<file path="src/design/wcm_pkg.sv">
// Shared types and constants of the window coverage median unit.
package wcm_pkg;

  localparam int unsigned PosW    = 32;
  localparam int unsigned LenW    = 11;
  localparam int unsigned MedW    = 16;
  localparam int unsigned CfgIdxW = 3;
  localparam int unsigned CfgDatW = 32;

  localparam logic [CfgIdxW-1:0] RegLeftStart  = 3'd0;
  localparam logic [CfgIdxW-1:0] RegLeftLen    = 3'd1;
  localparam logic [CfgIdxW-1:0] RegRightStart = 3'd2;
  localparam logic [CfgIdxW-1:0] RegRightLen   = 3'd3;

  typedef enum logic [1:0] {
    OP_CLEAR,
    OP_ADD,
    OP_COUNT
  } dp_op_e;

  typedef struct packed {
    logic   start;
    dp_op_e op;
    logic   win;
    logic   med_init;
    logic   store;
    logic   load_read;
    logic   load_out;
  } dp_cmd_t;

  typedef struct packed {
    logic busy;
    logic srch_done;
  } dp_status_t;

endpackage

</file>
<file path="src/design/wcm_ctrl.sv">
// Sequencer for read updates, median search passes, result hand-off and clearing.
module wcm_ctrl (
  input  logic                clk_i,
  input  logic                rst_ni,
  input  logic                in_valid_i,
  input  logic                in_last_i,
  output logic                in_ready_o,
  output logic                out_valid_o,
  input  logic                out_ready_i,
  output wcm_pkg::dp_cmd_t    cmd_o,
  input  wcm_pkg::dp_status_t sts_i
);
  typedef enum logic [3:0] {
    S_CLR_GO, S_CLR_WAIT, S_IDLE, S_ADD_GO, S_ADD_WAIT,
    S_MED_INIT, S_CNT_GO, S_CNT_WAIT, S_OUT
  } state_e;

  state_e state_q;
  logic   win_q;
  logic   last_q;
  logic   out_valid_q;
  logic   out_free;

  assign in_ready_o  = (state_q == S_IDLE);
  assign out_valid_o = out_valid_q;
  assign out_free    = !out_valid_q || out_ready_i;

  always_comb begin
    cmd_o = '0;
    cmd_o.op  = wcm_pkg::OP_CLEAR;
    cmd_o.win = win_q;
    unique case (state_q)
      S_CLR_GO: begin
        cmd_o.start = 1'b1;
        cmd_o.op    = wcm_pkg::OP_CLEAR;
      end
      S_IDLE: begin
        cmd_o.load_read = in_valid_i;
      end
      S_ADD_GO: begin
        cmd_o.start = 1'b1;
        cmd_o.op    = wcm_pkg::OP_ADD;
      end
      S_MED_INIT: begin
        cmd_o.med_init = 1'b1;
      end
      S_CNT_GO: begin
        cmd_o.start = 1'b1;
        cmd_o.op    = wcm_pkg::OP_COUNT;
      end
      S_CNT_WAIT: begin
        cmd_o.store = !sts_i.busy && sts_i.srch_done;
      end
      S_OUT: begin
        cmd_o.load_out = out_free;
      end
      default: begin
      end
    endcase
  end

  always_ff @(posedge clk_i or negedge rst_ni) begin
    if (!rst_ni) begin
      state_q     <= S_CLR_GO;
      win_q       <= 1'b0;
      last_q      <= 1'b0;
      out_valid_q <= 1'b0;
    end else begin
      if (state_q == S_OUT && out_free) begin
        out_valid_q <= 1'b1;
      end else if (out_ready_i) begin
        out_valid_q <= 1'b0;
      end
      unique case (state_q)
        S_CLR_GO:   state_q <= S_CLR_WAIT;
        S_CLR_WAIT: begin
          if (!sts_i.busy) state_q <= S_IDLE;
        end
        S_IDLE: begin
          if (in_valid_i) begin
            last_q  <= in_last_i;
            win_q   <= 1'b0;
            state_q <= S_ADD_GO;
          end
        end
        S_ADD_GO:   state_q <= S_ADD_WAIT;
        S_ADD_WAIT: begin
          if (!sts_i.busy) begin
            if (!win_q) begin
              win_q   <= 1'b1;
              state_q <= S_ADD_GO;
            end else if (last_q) begin
              win_q   <= 1'b0;
              state_q <= S_MED_INIT;
            end else begin
              state_q <= S_IDLE;
            end
          end
        end
        S_MED_INIT: state_q <= S_CNT_GO;
        S_CNT_GO:   state_q <= S_CNT_WAIT;
        S_CNT_WAIT: begin
          if (!sts_i.busy) begin
            if (!sts_i.srch_done) begin
              state_q <= S_CNT_GO;
            end else if (!win_q) begin
              win_q   <= 1'b1;
              state_q <= S_MED_INIT;
            end else begin
              state_q <= S_OUT;
            end
          end
        end
        S_OUT: begin
          if (out_free) state_q <= S_CLR_GO;
        end
        default: state_q <= S_CLR_GO;
      endcase
    end
  end
endmodule

</file>
<file path="config.mk">
export PLATFORM = sky130hd
export DESIGN_NAME = wcm_ctrl
export DESIGN_NICKNAME = d
export VERILOG_FILES = /design/src/design/wcm_pkg.sv /design/src/design/wcm_ctrl.sv
export SDC_FILE = /design/constraint.sdc
export NUM_CORES = 1
export LEC_CHECK = 0
export ABC_AREA = 1
export BUFFER_PORTS_ARGS = -buffer_cell sky130_fd_sc_hd__buf_2
export CORE_MARGIN = 2
export CORE_UTILIZATION = 29
export CTS_BUF_LIST = sky130_fd_sc_hd__clkbuf_4
export DETAILED_ROUTE_END_ITERATION = 10
export PLACE_DENSITY_LB_ADDON = 0.1
export RECOVER_POWER = 50
export SLEW_MARGIN = 20
export SYNTH_ARGS = -nofsm -noshare
export SYNTH_HDL_FRONTEND = slang
export SYNTH_SLANG_ARGS = --single-unit
</file>
<file path="constraint.sdc">
create_clock -name clk_i -period 2.7 [get_ports clk_i]
set_input_delay 0.54 -clock clk_i [delete_from_list [all_inputs] [get_ports clk_i]]
set_output_delay 0.54 -clock clk_i [all_outputs]
set_load 0.01 [all_outputs]
</file>
==> results of run 1 <==
flip-flops by register name, indices dropped and copies added, names as in the netlist:
signal / flops
last_q: 1
state_q: 4
win_q: 1
out_valid_o: 1
worst min-delay path by stage:
stage,to,slack (ps),cells after the start
2_1_floorplan,last_q,240,0
3_3_place_gp,last_q,390,1
3_5_place_dp,win_q,380,1
4_1_cts,state_q[1],110,1
5_1_grt,state_q[1],210,1
6_report,state_q[1],180,1
final cells by class:
class / instances / area, sq um / area share, %
Clock buffer: 4 / 30.0 / 4.05
Tap cell: 27 / 33.8 / 4.55
Sequential cell: 7 / 175 / 23.6
Multi-Input combinational cell: 73 / 352 / 47.4
Timing Repair Buffer: 16 / 76.3 / 10.3
Inverter: 20 / 75.1 / 10.1
synth_stat cells:
| master | count |
|---|---|
| nand2_1 | 33 |
| o21ai_0 | 3 |
| dfrtp_1 | 7 |
| inv_2 | 3 |
| nor2_4 | 2 |
| nand2_4 | 2 |
| nand3_1 | 8 |
| nand3_2 | 1 |
| buf_4 | 1 |
| o211ai_1 | 2 |
| nor2_1 | 12 |
| nand4_1 | 2 |
| nor3_1 | 2 |
| nand2_2 | 3 |
| inv_1 | 17 |
| nor2_2 | 3 |
worst reg2reg max path: cells and delay by family (launching register included):
family | cells | cell delay (ps)
buffers and inverters | 1 | 110
DFF | 1 | 430
and+or+nand+nor | 7 | 750
power breakdown:
group / switching (W) / internal (W) / total, W
registers: 0.0000496 / 0.000145 / 0.000195
logic: 0.000296 / 0.000165 / 0.000461
clock network: 0.0000340 / 0.0000661 / 0.000100
total: 0.000380 / 0.000376 / 0.000756
metrics by stage:
step | total power (W) | util, %
finish | 0.000756 | 37.4
global route | 0.000846 | 37.4
CTS | 0.000776 | 37.8
detailed placement | 0.000670 | 36.2
global placement | 0.000674 | 36.2
floorplan | 0.000547 | -
kinds of logic (layout without fill, tap and decap cells):
group,count (synthesis),in the layout
and+or+nand+nor,68,68
buffers and inverters,21,40
DFF,7,7
AOI/OAI and AO/OA,5,5
layer usage:
metal,part of all wire (%),vias to the layer above,track usage (%)
li1,-,350,-
met5,0,-,0
met3,5.0,2,1.21
met4,0.94,0,6.94
met1,49,292,16.5
met2,45,14,19.6
==> impl_metrics.ini, run 1 <==
[status]
status = finished, final reports clean

[routing]
wirelength_mm = 1.39
drt_iter0_drc = 11
vias = 658
routedWlPerCell_um = 9.45
drt_drc_violations_left = 0
viasPerCell = 4.48
first_pass_iters = 4
ant_nets = 0

[run]
maxCapViolCount = 0

[timing]
setup_viol = 0
max_slew_margin_pct = 74.8
tightestPinTransition_ps = 378
finalCriticalPeriod_ps = 2060
whs_ps = 182
slew_violations = 0
fin_setup_tns_ps = 0
skew_ps = 4.98
finalHoldViolCount = 0
clock.fmax_ghz = 0.485
rsz0062_at_grt = no
timing.final.ws_setup_ps = 639
period_share_pct = 76.3

[synth]
synth_adder_area_share_pct = 0
ys_seq_area_share_pct = 28.6
yosysUniqueCellTypes = 16
synth.largest_area_cell = dfrtp_1
synth_compound_area_share_pct = 4.91
syn-instance-count = 101
yosys_warnings = 0
ys_top_cells_by_area = dfrtp_1 (29%), nand2_1 (20%), inv_1 (10%)
syn_area_sq_um = 612
synth_top_area_share_pct = 28.6
synthXorXnorAreaFrac_pct = 0
syn_nets = 108
syn_avg_cell_area_sq_um = 6.06
ys_ff_latch = 7
synth_top_family_by_area = simple AND/OR/NAND/NOR gates
synth.area.mux_share_pct = 0
synthSimpleGateAreaFrac_pct = 53.0

[grt]
grt_antenna_before_repair = 0
grt_pass1_wl_mm = 2.35
grt_pass1_vias = 573
gr-total-overflow = 0
grt.total_usage_pct = 12.4
grt_max_degree = 8

[setup_path]
worst-endpoint-arrival_ps = 1520
crit_path_start = state_q[0]
cp_max_fo = 6
worstSetupPathType = flop to output pin
slowest_delay_ps = 430
crit_buf_inv = 3
reg2reg_slack_ps = 1300
worstRegToRegCells = 8
crit_end = cmd_o[1]
cp_slowest_cell = dfrtp_1
reg2reg_to = state_q[0]
endpoint_kind = output pin
cp_common_cell = inv_1
crit_cells = 6
worst-endpoint-required_ps = 2160
crit_family = simple AND/OR/NAND/NOR gates
critPathLaunchType = flop
critical_path.cell_chain = inv_1, nand2_1, nor2_1, inv_1, nor2_2, buf_2
worstReg2RegStart = state_q[0]

[finish]
diodes = 0
post-route-cell-area_sq_um = 742
layout.cells.most_common = nand2_1
syn_to_final_growth_pct = 21.3
fillers = 227
final_cells = 147
layout-drive-gt1-share_pct = 24.2
final_cell_mix = nand2_1 (33), inv_1 (18), nor2_1 (13), buf_2 (13), nand3_1 (8)
final_nets = 128

[placed_design]
placed_area_sq_um = 718
place_ws_ps = 985
io_buffers = 16
dp.final_hpwl_mm = 1.21
gp_congestion = 0.840
placed_cells = 143

[clocking]
cts_root_buffer = clkbuf_4
postCtsHoldBufs = 0
clkSinkCount = 7
insertion_delay_ps = 240
cts_tree = yes
cts_max_level = 1
cts_made_buffers = 3
clock_path_buffers = 2
post-cts-setup-buffer-count = 0
clk_pin_slew_ps = 50
cts_resized = 0

[floorplan]
die_w_um = 49.9
top_level_ports = 17
die_area_sq_um = 2490
num_rows = 16
core-area_sq_um = 1980
die_h_um = 49.9
start_util_pct = 30.9

[power]
leakagePower_nw = 0.452
power_density_nw_per_um2 = 1020
vdd_drop_max_uv = 410

[min_path]
hold_path_class = input pin to asynchronous set/reset pin
Note: power is estimated with default switching activity, not from simulation.
==> inputs of run 2 (changes only) <==
- ABC_AREA: 1 -> 0
- clock period: 2.7 -> 1.93 ns (I/O delays scaled with it)
==> run 2 against run 1 <==
  * Hold slack improved by 170 ps
  * Critical endpoint is now cmd_o[7]
  * Critical path type unchanged
  * Critical path depth decreased by 2
  * Sequential cell count unchanged
  * Clock-buffer cell count decreased by 1
  * Highest routed layer is now met3
  * Total power increased by 60%
  * Synthesized cell count decreased by 36%
  * Clock power increased by 31%
  * First-iteration DRC count unchanged
==> impl_metrics.ini, run 2 <==
[status]
status = finished, final reports clean

[timing]
finalHoldViolCount = 0
timing.final.ws_setup_ps = 138
whs_ps = 352
slew_violations = 0
max_slew_margin_pct = 76.1
period_share_pct = 92.8
tightestPinTransition_ps = 359
rsz0062_at_grt = no
finalCriticalPeriod_ps = 1790
fin_setup_tns_ps = 0
skew_ps = 7.50
clock.fmax_ghz = 0.558
setup_viol = 0

[power]
combinationalPowerShare_pct = 63.0
switching_share_pct = 45.4
vdd_drop_max_uv = 604
seqPwrFrac_pct = 26.1
clockPowerShare_pct = 10.9
power_density_nw_per_um2 = 1650
leakagePower_nw = 0.324
power_switching_w = 0.000548
p_int_w = 0.000660

[clocking]
clock_path_buffers = 2
cts_max_level = 1
cts_made_buffers = 3
insertion_delay_ps = 250
cts_root_buffer = clkbuf_4
clk_pin_slew_ps = 60
clkSinkCount = 7
cts_tree = yes

[setup_path]
endpoint_kind = output pin
critPathLaunchType = flop
cp_max_fo = 9
worstSetupPathType = flop to output pin
worst-endpoint-arrival_ps = 1410
worst-endpoint-required_ps = 1540

[finish]
layout.cells.most_common = buf_2
syn_to_final_growth_pct = 27.4
layout-drive-gt1-share_pct = 38.8
largest_register = state_q
final_cells = 112
diodes = 0
final_cell_mix = buf_2 (13), nand2_1 (6), dfrtp_1 (5), buf_4 (5)
final_nets = 93
largest_reg_flops = 4

[synth]
syn_nets = 72
ys_ff_latch = 7
yosys_warnings = 0
ys_seq_area_share_pct = 30.4
syn-instance-count = 65
synth_top_area_share_pct = 30.4
synth.largest_area_cell = dfrtp_1
syn_avg_cell_area_sq_um = 8.85
synthFlopType = dfrtp_1
yosysUniqueCellTypes = 35
syn_area_sq_um = 576
ys_top_cells_by_area = dfrtp_1 (30%), mux2_1 (5.9%), nor4b_2 (5.2%)
synth_most_common_cell = dfrtp_1
synth_edf_count = 0
async_flop_share_pct = 100
ys_top_cells_by_count = dfrtp_1 (7), nand2_1 (6), nor2_1 (5)

[grt]
grt_max_degree = 13
gr-total-overflow = 0
grt_antenna_before_repair = 0
grt_pass1_vias = 524
grt_pass1_wl_mm = 2.25
grt.total_usage_pct = 12.0

[floorplan]
die_w_um = 48.6
core-area_sq_um = 1920
die_area_sq_um = 2360
start_util_pct = 29.9
top_level_ports = 17
num_rows = 16
die_h_um = 48.6

[routing]
ant_nets = 0
routedWlPerCell_um = 12.3
drt_drc_violations_left = 0
first_pass_iters = 4
wirelength_mm = 1.38
drt_iter0_drc = 11
vias = 561
viasPerCell = 5.01

[placed_design]
io_buffers = 16
place_ws_ps = 250
gp_congestion = 0.774
dp.final_hpwl_mm = 1.04
placed_cells = 106

[min_path]
hold_path_class = input pin to flop

[run]
maxCapViolCount = 0
-- run 2: layout make-up --
type	count	area, sq um
clock buffer	3	22.5
clock inverter	1	5.00
fill	226	1190
inverter	1	3.75
multi-input combinational	51	367
sequential	7	178
tap	27	33.8
timing repair buffer	22	124
-- run 2: critical path, cell delays in order (launching register included) --
cell,delay [ps]
dfrtp_2,470
xnor2_2,290
nand2b_1,90
a21oi_1,150
buf_2,140
-- run 2: repair_timing --
item | 4_1_cts | 5_1_grt
pin swaps | 0 | 1
endpoints found under the hold margin | 7 | 0
resized for setup | 1 | 4
hold buffers | 1 | 0
setup endpoints to repair | 1 | 4
setup buffers | 0 | 1
-- run 2: metrics by stage --
step                area [sq um]  total power (W)  utilization (%)
floorplan                    576         0.000838                -
global placement             683          0.00105             35.5
detailed placement           683          0.00102             35.5
CTS                          728          0.00118             37.9
global route                 733          0.00131             38.2
finish                       733          0.00121             38.2
-- run 2: final timing paths --
kind	start	to	slack, ps	cells past startpoint
setup / recovery	state_q[1]	cmd_o[7]	140	4
hold / removal	in_last_i	last_q	350	2
setup reg to reg	state_q[1]	state_q[1]	260	5
hold reg to reg	last_q	last_q	550	1
max in group asynchronous	rst_ni	state_q[1]	1100	2
min in group asynchronous	rst_ni	out_valid_o	540	2
-- run 2: logic make-up after synthesis --
group           after synthesis  share of synthesized area, %
flops                         7                          30.4
xor+xnor                      2                          3.04
buf+inv                       7                          6.96
compound gates               15                          20.7
mux                           3                          5.87
simple gates                 31                          33.0
-- run 2: routing by layer --
layer / up-vias / GRT usage (%) / routed length (um) / part of all wire (%)
met5: - / 0 / 0 / 0
met4: 0 / 4.29 / 0 / 0
met3: 0 / 3.09 / 58 / 4.2
met2: 18 / 20.6 / 684 / 50
met1: 265 / 14.6 / 634 / 46
li1: 278 / - / - / -
-- run 2: power by group through the flow --
stage / combinational [W] / sequential (W) / clock, W
after global routing: 0.000837 / 0.000327 / 0.000148
after detailed placement: 0.000716 / 0.000303 / 0
final: 0.000762 / 0.000315 / 0.000131
after CTS: 0.000733 / 0.000307 / 0.000136
after global placement: 0.000741 / 0.000305 / 0
after floorplan: 0.000598 / 0.000240 / 0
